**src/rtl/core/isfp_pkg.sv**
```systemverilog
// ----------------------------------------------------------------------------
// isfp_pkg
// shared types and constants of the imu serial frame parser
// ----------------------------------------------------------------------------
package isfp_pkg;

  // frame layout
  localparam logic [7:0] HDR_BYTE   = 8'h55;
  localparam logic [7:0] TYPE_ACCEL = 8'h51;
  localparam logic [7:0] TYPE_RATE  = 8'h52;
  localparam logic [7:0] TYPE_ANGLE = 8'h53;
  localparam int         FRAME_LEN  = 11;
  localparam int         CNT_W      = 4;
  // bytes 0..7 are stored; only bytes 1..7 are ever read back
  localparam int         BUF_DEPTH  = 8;
  localparam int         BUF_IDX_W  = $clog2(BUF_DEPTH);

  // fixed-point scaling: rate z in 1/16 dps, yaw in 1/128 degree
  localparam int RZ_MUL   = 125;
  localparam int RZ_SHIFT = 7;
  localparam int RZ_PW    = 24;
  localparam int YAW_MUL   = 45;
  localparam int YAW_SHIFT = 6;
  localparam int YAW_PW    = 22;

  // frame status codes
  localparam logic [2:0] ST_NONE    = 3'd0;
  localparam logic [2:0] ST_ACCEL   = 3'd1;
  localparam logic [2:0] ST_RATE    = 3'd2;
  localparam logic [2:0] ST_ANGLE   = 3'd3;
  localparam logic [2:0] ST_BADSUM  = 3'd4;
  localparam logic [2:0] ST_UNKNOWN = 3'd5;

  // command queue
  localparam int QDEPTH = 2;
  localparam int QPTR_W = $clog2(QDEPTH);
  localparam int QCNT_W = $clog2(QDEPTH + 1);

  typedef enum logic [2:0] {
    OP_NONE    = 3'd0,
    OP_ACCEL   = 3'd1,
    OP_RATE    = 3'd2,
    OP_ANGLE   = 3'd3,
    OP_BADSUM  = 3'd4,
    OP_UNKNOWN = 3'd5,
    OP_CLRYAW  = 3'd6
  } cmd_op_e;

  typedef struct packed {
    cmd_op_e            op;
    logic signed [15:0] w0;
    logic signed [15:0] w1;
    logic signed [15:0] w2;
  } cmd_t;

endpackage

```
**src/rtl/core/isfp_front.sv**
```systemverilog
// ----------------------------------------------------------------------------
// isfp_front
// byte assembly, running checksum and frame classification
// ----------------------------------------------------------------------------
module isfp_front import isfp_pkg::*; (
  input  logic       clk_i,
  input  logic       rst_ni,
  input  logic       accept_i,
  input  logic       action_i,
  input  logic [7:0] rx_byte_i,
  output logic       push_o,
  output cmd_t       cmd_o
);

  logic [CNT_W-1:0] count_q, count_d;
  logic [7:0]       sum_q, sum_d;
  logic [7:0]       buf_q [BUF_DEPTH];
  logic             buf_we;

  always_comb begin
    count_d    = count_q;
    sum_d      = sum_q;
    buf_we     = 1'b0;
    cmd_o.op   = OP_NONE;
    cmd_o.w0   = $signed({buf_q[3], buf_q[2]});
    cmd_o.w1   = $signed({buf_q[5], buf_q[4]});
    cmd_o.w2   = $signed({buf_q[7], buf_q[6]});
    if (action_i) begin
      cmd_o.op = OP_CLRYAW;
    end else if (count_q == '0 && rx_byte_i != HDR_BYTE) begin
      cmd_o.op = OP_NONE;
    end else if (count_q < CNT_W'(FRAME_LEN - 1)) begin
      buf_we  = count_q < CNT_W'(BUF_DEPTH);
      sum_d   = sum_q + rx_byte_i;
      count_d = count_q + 1'b1;
    end else begin
      // checksum byte closes the frame
      if (sum_q != rx_byte_i) begin
        cmd_o.op = OP_BADSUM;
      end else if (buf_q[1] == TYPE_ACCEL) begin
        cmd_o.op = OP_ACCEL;
      end else if (buf_q[1] == TYPE_RATE) begin
        cmd_o.op = OP_RATE;
      end else if (buf_q[1] == TYPE_ANGLE) begin
        cmd_o.op = OP_ANGLE;
      end else begin
        cmd_o.op = OP_UNKNOWN;
      end
      count_d = '0;
      sum_d   = '0;
    end
  end

  assign push_o = accept_i;

  always_ff @(posedge clk_i or negedge rst_ni) begin
    if (!rst_ni) begin
      count_q <= '0;
      sum_q   <= '0;
    end else if (accept_i) begin
      count_q <= count_d;
      sum_q   <= sum_d;
    end
  end

  always_ff @(posedge clk_i) begin
    if (accept_i && buf_we) begin
      buf_q[count_q[BUF_IDX_W-1:0]] <= rx_byte_i;
    end
  end

endmodule

```
**src/rtl/core/isfp_queue.sv**
```systemverilog
// ----------------------------------------------------------------------------
// isfp_queue
// short command queue between the front and back parts
// ----------------------------------------------------------------------------
module isfp_queue import isfp_pkg::*; (
  input  logic clk_i,
  input  logic rst_ni,
  input  logic push_i,
  input  cmd_t cmd_i,
  output logic full_o,
  output logic valid_o,
  input  logic pop_i,
  output cmd_t cmd_o
);

  cmd_t              mem_q [QDEPTH];
  logic [QPTR_W-1:0] wr_ptr_q, rd_ptr_q;
  logic [QCNT_W-1:0] count_q;

  assign full_o  = count_q == QCNT_W'(QDEPTH);
  assign valid_o = count_q != '0;
  assign cmd_o   = mem_q[rd_ptr_q];

  always_ff @(posedge clk_i or negedge rst_ni) begin
    if (!rst_ni) begin
      wr_ptr_q <= '0;
      rd_ptr_q <= '0;
      count_q  <= '0;
    end else begin
      if (push_i) begin
        wr_ptr_q <= (wr_ptr_q == QPTR_W'(QDEPTH - 1)) ? '0 : wr_ptr_q + 1'b1;
      end
      if (pop_i) begin
        rd_ptr_q <= (rd_ptr_q == QPTR_W'(QDEPTH - 1)) ? '0 : rd_ptr_q + 1'b1;
      end
      if (push_i && !pop_i) begin
        count_q <= count_q + 1'b1;
      end else if (pop_i && !push_i) begin
        count_q <= count_q - 1'b1;
      end
    end
  end

  always_ff @(posedge clk_i) begin
    if (push_i) begin
      mem_q[wr_ptr_q] <= cmd_i;
    end
  end

endmodule

```
**src/rtl/core/isfp_back.sv**
```systemverilog
// ----------------------------------------------------------------------------
// isfp_back
// measurement stores, fixed-point scaling and result register
// ----------------------------------------------------------------------------
module isfp_back import isfp_pkg::*; (
  input  logic               clk_i,
  input  logic               rst_ni,
  input  logic               cmd_valid_i,
  input  cmd_t               cmd_i,
  output logic               pop_o,
  output logic               out_valid_o,
  input  logic               out_stall_i,
  output logic signed [15:0] accel_x_o,
  output logic signed [15:0] accel_y_o,
  output logic signed [15:0] accel_z_o,
  output logic signed [15:0] rate_x_o,
  output logic signed [15:0] rate_y_o,
  output logic signed [15:0] rate_z_o,
  output logic signed [15:0] rate_z_scaled_o,
  output logic signed [15:0] yaw_angle_o,
  output logic [2:0]         frame_status_o
);

  logic                     out_valid_q;
  logic signed [15:0]       acc_q [3];
  logic signed [15:0]       rate_q [3];
  logic signed [15:0]       rz_q, yaw_q;
  logic [2:0]               status_q, status_d;
  logic signed [RZ_PW-1:0]  rz_prod;
  logic signed [YAW_PW-1:0] yaw_prod;

  assign pop_o = cmd_valid_i && (!out_valid_q || !out_stall_i);

  // arithmetic shift of the product gives the floor
  assign rz_prod  = RZ_PW'(cmd_i.w2) * RZ_PW'(RZ_MUL);
  assign yaw_prod = YAW_PW'(cmd_i.w2) * YAW_PW'(YAW_MUL);

  always_comb begin
    case (cmd_i.op)
      OP_ACCEL:   status_d = ST_ACCEL;
      OP_RATE:    status_d = ST_RATE;
      OP_ANGLE:   status_d = ST_ANGLE;
      OP_BADSUM:  status_d = ST_BADSUM;
      OP_UNKNOWN: status_d = ST_UNKNOWN;
      default:    status_d = ST_NONE;
    endcase
  end

  always_ff @(posedge clk_i or negedge rst_ni) begin
    if (!rst_ni) begin
      out_valid_q <= 1'b0;
      status_q    <= ST_NONE;
      for (int i = 0; i < 3; i++) begin
        acc_q[i]  <= '0;
        rate_q[i] <= '0;
      end
      rz_q  <= '0;
      yaw_q <= '0;
    end else begin
      if (pop_o) begin
        out_valid_q <= 1'b1;
      end else if (!out_stall_i) begin
        out_valid_q <= 1'b0;
      end
      if (pop_o) begin
        status_q <= status_d;
        case (cmd_i.op)
          OP_ACCEL: begin
            acc_q[0] <= cmd_i.w0;
            acc_q[1] <= cmd_i.w1;
            acc_q[2] <= cmd_i.w2;
          end
          OP_RATE: begin
            rate_q[0] <= cmd_i.w0;
            rate_q[1] <= cmd_i.w1;
            rate_q[2] <= cmd_i.w2;
            rz_q      <= rz_prod[RZ_SHIFT +: 16];
          end
          OP_ANGLE: begin
            yaw_q <= yaw_prod[YAW_SHIFT +: 16];
          end
          OP_CLRYAW: begin
            yaw_q <= '0;
          end
          default: begin
          end
        endcase
      end
    end
  end

  assign out_valid_o     = out_valid_q;
  assign accel_x_o       = acc_q[0];
  assign accel_y_o       = acc_q[1];
  assign accel_z_o       = acc_q[2];
  assign rate_x_o        = rate_q[0];
  assign rate_y_o        = rate_q[1];
  assign rate_z_o        = rate_q[2];
  assign rate_z_scaled_o = rz_q;
  assign yaw_angle_o     = yaw_q;
  assign frame_status_o  = status_q;

endmodule

```
**src/rtl/core/imu_serial_frame_parser_unit.sv**
```systemverilog
// ----------------------------------------------------------------------------
// imu_serial_frame_parser_unit
// assembles 11-byte imu frames and keeps the latest measurements
// ----------------------------------------------------------------------------
// input channel: in_valid_i / in_stall_o with action_i and rx_byte_i; a
//   transaction completes on a rising edge with valid high and stall low
// output channel: out_valid_o / out_stall_i; every input transaction gives
//   exactly one output transaction with all stored values and a frame status
// path: the front classifies in the accepting cycle and writes the command
//   queue, and the result register loads from the queue when the back
//   pops the entry
// throughput: one transaction per cycle unless the queue is full; a running
//   checksum lets the front check the closing byte in the accepting cycle;
//   the back's two constant multiplies (16 x 7, 16 x 6) give scaled values
// a stalled receiver holds the result register; the two-entry queue fills
//   and in_stall_o then rises until the receiver takes a result
// reset clears the frame counter, checksum, all measurement stores and the
//   queue; the result register comes up empty
// ----------------------------------------------------------------------------
module imu_serial_frame_parser_unit import isfp_pkg::*; (
  input  logic               clk_i,
  input  logic               rst_ni,
  input  logic               in_valid_i,
  output logic               in_stall_o,
  input  logic               action_i,
  input  logic [7:0]         rx_byte_i,
  output logic               out_valid_o,
  input  logic               out_stall_i,
  output logic signed [15:0] accel_x_o,
  output logic signed [15:0] accel_y_o,
  output logic signed [15:0] accel_z_o,
  output logic signed [15:0] rate_x_o,
  output logic signed [15:0] rate_y_o,
  output logic signed [15:0] rate_z_o,
  output logic signed [15:0] rate_z_scaled_o,
  output logic signed [15:0] yaw_angle_o,
  output logic [2:0]         frame_status_o
);

  logic accept;
  logic push, q_full, q_valid, pop;
  cmd_t front_cmd, back_cmd;

  // the queue being full is the only reason to hold off the sender
  assign in_stall_o = q_full;
  assign accept     = in_valid_i && !q_full;

  isfp_front u_front (
    .clk_i     (clk_i),
    .rst_ni    (rst_ni),
    .accept_i  (accept),
    .action_i  (action_i),
    .rx_byte_i (rx_byte_i),
    .push_o    (push),
    .cmd_o     (front_cmd)
  );

  isfp_queue u_queue (
    .clk_i   (clk_i),
    .rst_ni  (rst_ni),
    .push_i  (push),
    .cmd_i   (front_cmd),
    .full_o  (q_full),
    .valid_o (q_valid),
    .pop_i   (pop),
    .cmd_o   (back_cmd)
  );

  // stores double as the result register
  isfp_back u_back (
    .clk_i           (clk_i),
    .rst_ni          (rst_ni),
    .cmd_valid_i     (q_valid),
    .cmd_i           (back_cmd),
    .pop_o           (pop),
    .out_valid_o     (out_valid_o),
    .out_stall_i     (out_stall_i),
    .accel_x_o       (accel_x_o),
    .accel_y_o       (accel_y_o),
    .accel_z_o       (accel_z_o),
    .rate_x_o        (rate_x_o),
    .rate_y_o        (rate_y_o),
    .rate_z_o        (rate_z_o),
    .rate_z_scaled_o (rate_z_scaled_o),
    .yaw_angle_o     (yaw_angle_o),
    .frame_status_o  (frame_status_o)
  );

endmodule
```
**config.mk**
```make
export PLATFORM = sky130hd
export DESIGN_NAME = imu_serial_frame_parser_unit
export DESIGN_NICKNAME = d
export VERILOG_FILES = /design/src/rtl/core/isfp_pkg.sv /design/src/rtl/core/isfp_front.sv /design/src/rtl/core/isfp_queue.sv /design/src/rtl/core/isfp_back.sv /design/src/rtl/core/imu_serial_frame_parser_unit.sv
export SDC_FILE = /design/constraint.sdc
export NUM_CORES = 1
export LEC_CHECK = 0
export BUFFER_PORTS_ARGS = -buffer_cell sky130_fd_sc_hd__buf_2
export CAP_MARGIN = 10
export CELL_PAD_IN_SITES_DETAIL_PLACEMENT = 1
export CELL_PAD_IN_SITES_GLOBAL_PLACEMENT = 1
export CORE_UTILIZATION = 53
export DETAILED_ROUTE_END_ITERATION = 8
export PLACE_DENSITY_LB_ADDON = 0.1
export SETUP_SLACK_MARGIN = 0.5
export SYNTH_ARGS = -nofsm -noshare
export SYNTH_HDL_FRONTEND = slang
export SYNTH_SLANG_ARGS = --single-unit
```
**constraint.sdc**
```tcl
create_clock -name clk_i -period 12.2 [get_ports clk_i]
set_input_delay 0.61 -clock clk_i [delete_from_list [all_inputs] [get_ports clk_i]]
set_output_delay 0.61 -clock clk_i [all_outputs]
set_load 0.01 [all_outputs]
```
==> results.md <==
- The first TritonRoute pass finished after 4 iterations.
- Input and output buffers added on the ports amount to 145.
- The proportion of synthesized flip-flops having asynchronous set or reset is 0.484.
- Derived from the worst setup path, the maximum achievable clock frequency is 153 MHz.
- The worst setup path is launched from a flip-flop.
- For this run, global-route usage on met3 was measured as 0.0372.
- Setup slack on the critical path of the routed design comes to 5.68 ns.
- Synthesis produced a netlist with a net count of 1480.
- The insertion delay of the later-clocked pin in the worst-skew pair is 0.52 ns.
- The tree is rooted in a sky130_fd_sc_hd__clkbuf_16.
- The mapped netlist covers 15700 µm².
- The worst-case setup slack after placement is roughly 5.4 ns.
- For flop-to-flop paths, the worst setup slack is 5.68 ns.
- The via count normalized by instance count is 5.53.
- The number of violations reported at the end of detailed-routing iteration 0 is 647.
- The count of distinct cell types in the synthesized netlist is 69.
- The classification of the worst setup path is flip-flop to flip-flop.
- The placed wire-length estimate is 27.3 mm.
- Adding up every negative setup slack in the final design gives 0 ns.
- The worst endpoint required time is 12.60 ns.
- The number of violations of the max-capacitance limit is 0.
- The total clock buffers created by CTS is 34.
- In the synthesized netlist the dominant register cell turns out to be sky130_fd_sc_hd__edfxtp_1.
- The critical path data arrival time is 6.92 ns.
- The detailed-route DRC error count is 0.
- The number of gates resized after cts is 0.
- The number of failing hold endpoints at the final stage is 0.
- The average routed wire per standard cell is 21.3 µm.
- The overall track demand over capacity in global routing is 0.274.
- For this run, the register share of the synthesized area comes to 0.538.
- The number of rows in the core area is 62.
- The clock drives 306 sinks.
- In the finished design, the share of the clock period the worst path needs comes to 0.534.
- Setup repair after global routing left no endpoint under its margin.
- The count of cells along the worst register-to-register path is 17.
- The tightest slew margin relative to the limit is 0.234.
- For this design the top-level I/O count stands at 146.
- The total number of H-tree levels is 2.
- The worst register-to-register path begins at u_queue.rd_ptr_q$_DFFE_PN0P_.
- The top cell types in the final layout, fill and taps aside, are 169 x sky130_fd_sc_hd__inv_1, 158 x sky130_fd_sc_hd__edfxtp_1, 153 x sky130_fd_sc_hd__nand2_1, 147 x sky130_fd_sc_hd__dfrtp_1, 144 x sky130_fd_sc_hd__buf_2.
- The net count of the finished layout is 1643.
- The first-pass GRT wire length is 64.1 mm.
- The layer flagged by global routing as most heavily used is met2.
- The height of the die is 174 µm.
- Of all nets on the critical path, the largest fanout is 46.
- The most critical setup path has its startpoint at u_queue.rd_ptr_q$_DFFE_PN0P_.
- The number of global-route vias before repair is 11300.
- The number of warnings printed during yosys synthesis is 0.
- The number of hold buffers added after CTS was 0.
- The average cell area after synthesis is 12.2 µm².
- The aggregate global routing overflow is 0.
- The clock period could shrink to about 6.5 ns.
- The endpoint identified for the worst register-to-register timing path is u_back.rate_z_scaled_o[14]$_DFFE_PN0P_.
- The number of buffers between clock root and the deepest sink is 3.
- The met2 usage in global routing is 0.442.
- Leaving out fill and tap cells, the most frequent cell in the layout is sky130_fd_sc_hd__inv_1.
- The worst setup path is captured at a flip-flop.
- For the final database, setup skew stands at 0.0153 ns.
- The initial utilization of the core area, before any placement, comes to 0.543.
- The total inserted antenna cells is 0.
- The synthesized design contains 158 enable-type register cells.
- For met1 alone, demand over resource in global routing was 0.390.
- The worst hold path belongs to the class input pin to asynchronous set/reset pin.
- The TritonCTS clock tree is done.
- The number of standard cells after synthesis is 1284.
- The remaining antenna violation count is 0.
- The horizontal extent of the die is 174 µm.
- The total of flip-flops plus latches after synthesis is 306.
- The area added between synthesis and finish is 15.1%.
- The weighted congestion reported at the end of routability-driven placement is ~0.8.
- The final max-slew violation count came to 0.
- The number of fillers in the final layout is 2943.
- The final count of negative-setup-slack endpoints is 0.
- In the final layout, the share of cells above drive strength 1 is 0.165.
- The floorplan step defined a core boundary enclosing just under 30000 µm².
- The number of vias after detailed routing is 10300.
- The core occupancy in the finished layout is 0.625.
- The clock edge transition at the registers on the reported setup and hold paths is roughly 0.060 ns.
- The critical path capture point is u_back.rate_z_scaled_o[14]$_DFFE_PN0P_.
- The worst-margin pin slew is 1.14 ns.
- The post-CTS setup repair buffer count is 0.
- The final layout contains routed wiring with a total length of 39.5 mm.
- The initial antenna violation count is 1.
- The die outline area is 30300 µm².
- Entering global routing, the biggest net connects 97 pins.
- The run finished with clean final reports.
==> cell families after synthesis <==
logic type      Yosys count  synth area share
compound gates          239            0.0968
xor+xnor                 48            0.0268
fa+ha+maj               183             0.181
buf+inv                 206            0.0506
flops                   306             0.538
mux                      53            0.0344
simple gates            249            0.0726
==> registers in the layout, summed over array words and instances (netlist names) <==
signal                  count
u_queue.mem_q             102
u_front.buf_q              56
u_back.accel_x_o           16
u_back.accel_y_o           16
u_back.accel_z_o           16
u_back.rate_x_o            16
u_back.rate_y_o            16
u_back.rate_z_o            16
u_back.rate_z_scaled_o     16
u_back.yaw_angle_o         16
u_front.sum_q               8
u_front.count_q             4
u_back.frame_status_o       3
u_queue.count_q             2
u_back.out_valid_o          1
u_queue.rd_ptr_q            1
u_queue.wr_ptr_q            1
==> metal layers <==
layer | share of wire | vias to the layer above
met2 | 0.48 | 255
met5 | 0 | -
met1 | 0.46 | 5210
li1 | - | 4741
met3 | 0.042 | 59
met4 | 0.022 | 0
==> final cells by class <==
cell class,instances,area [µm²],area share
Timing Repair Buffer,164,875,0.0484
Multi-Input combinational cell,772,6480,0.359
Clock buffer,48,955,0.0528
Sequential cell,306,8450,0.467
Clock inverter,14,198,0.0109
Inverter,169,634,0.0351
Tap cell,384,480,0.0266
==> through the flow <==
stage	instances	area [µm²]	hold WS, ns
CTS	1855	18100	0.184
finish	1857	18100	0.134
floorplan	1284	15700	0.314
global route	1857	18100	0.189
global placement	1793	16900	0.422
detailed placement	1793	16900	0.432
==> cell usage after synthesis, drive strengths merged, types with 22 or more instances <==
library cell / n / share of area
o21ai: 128 / 0.041
inv: 169 / 0.040
nor2: 23 / 0.0057
a21oi: 24 / 0.0081
xnor2: 32 / 0.018
fa: 73 / 0.093
edfxtp: 158 / 0.30
mux2i: 52 / 0.034
ha: 110 / 0.088
clkbuf: 22 / 0.0053
nand2: 153 / 0.037
dfrtp: 148 / 0.24
==> critical path: stages (launching register included) <==
cell	delay, ns
sky130_fd_sc_hd__dfrtp_2	0.56
sky130_fd_sc_hd__buf_4	0.68
sky130_fd_sc_hd__mux2i_1	0.89
sky130_fd_sc_hd__inv_1	0.29
sky130_fd_sc_hd__ha_1	0.41
sky130_fd_sc_hd__fa_1	0.53
sky130_fd_sc_hd__fa_1	0.55
sky130_fd_sc_hd__inv_1	0.06
sky130_fd_sc_hd__fa_1	0.54
sky130_fd_sc_hd__inv_1	0.05
sky130_fd_sc_hd__ha_1	0.38
sky130_fd_sc_hd__a21o_1	0.21
sky130_fd_sc_hd__a21o_1	0.17
sky130_fd_sc_hd__a21oi_1	0.22
sky130_fd_sc_hd__inv_1	0.07
sky130_fd_sc_hd__a21boi_0	0.32
sky130_fd_sc_hd__nand2_1	0.14
sky130_fd_sc_hd__o311ai_1	0.31
==> worst min path at each step <==
stage | start | to | slack [ns] | cells after the start
2_1_floorplan | rst_ni | u_back.accel_x_o[0]$_DFFE_PN0P_ | 0.31 | 0
4_1_cts | rst_ni | u_back.rate_y_o[5]$_DFFE_PN0P_ | 0.18 | 1
3_5_place_dp | u_front.buf_q[5][1]$_DFFE_PP_ | u_queue.mem_q[0][25]$_DFFE_PP_ | 0.43 | 0
3_3_place_gp | u_front.buf_q[2][2]$_DFFE_PP_ | u_queue.mem_q[0][34]$_DFFE_PP_ | 0.42 | 0
5_1_grt | rst_ni | u_back.rate_y_o[5]$_DFFE_PN0P_ | 0.19 | 1
6_report | rst_ni | u_back.rate_y_o[5]$_DFFE_PN0P_ | 0.13 | 1
Power is not shown: default switching activity piles up to over one toggle a cycle in this logic, so the estimate is an artifact.
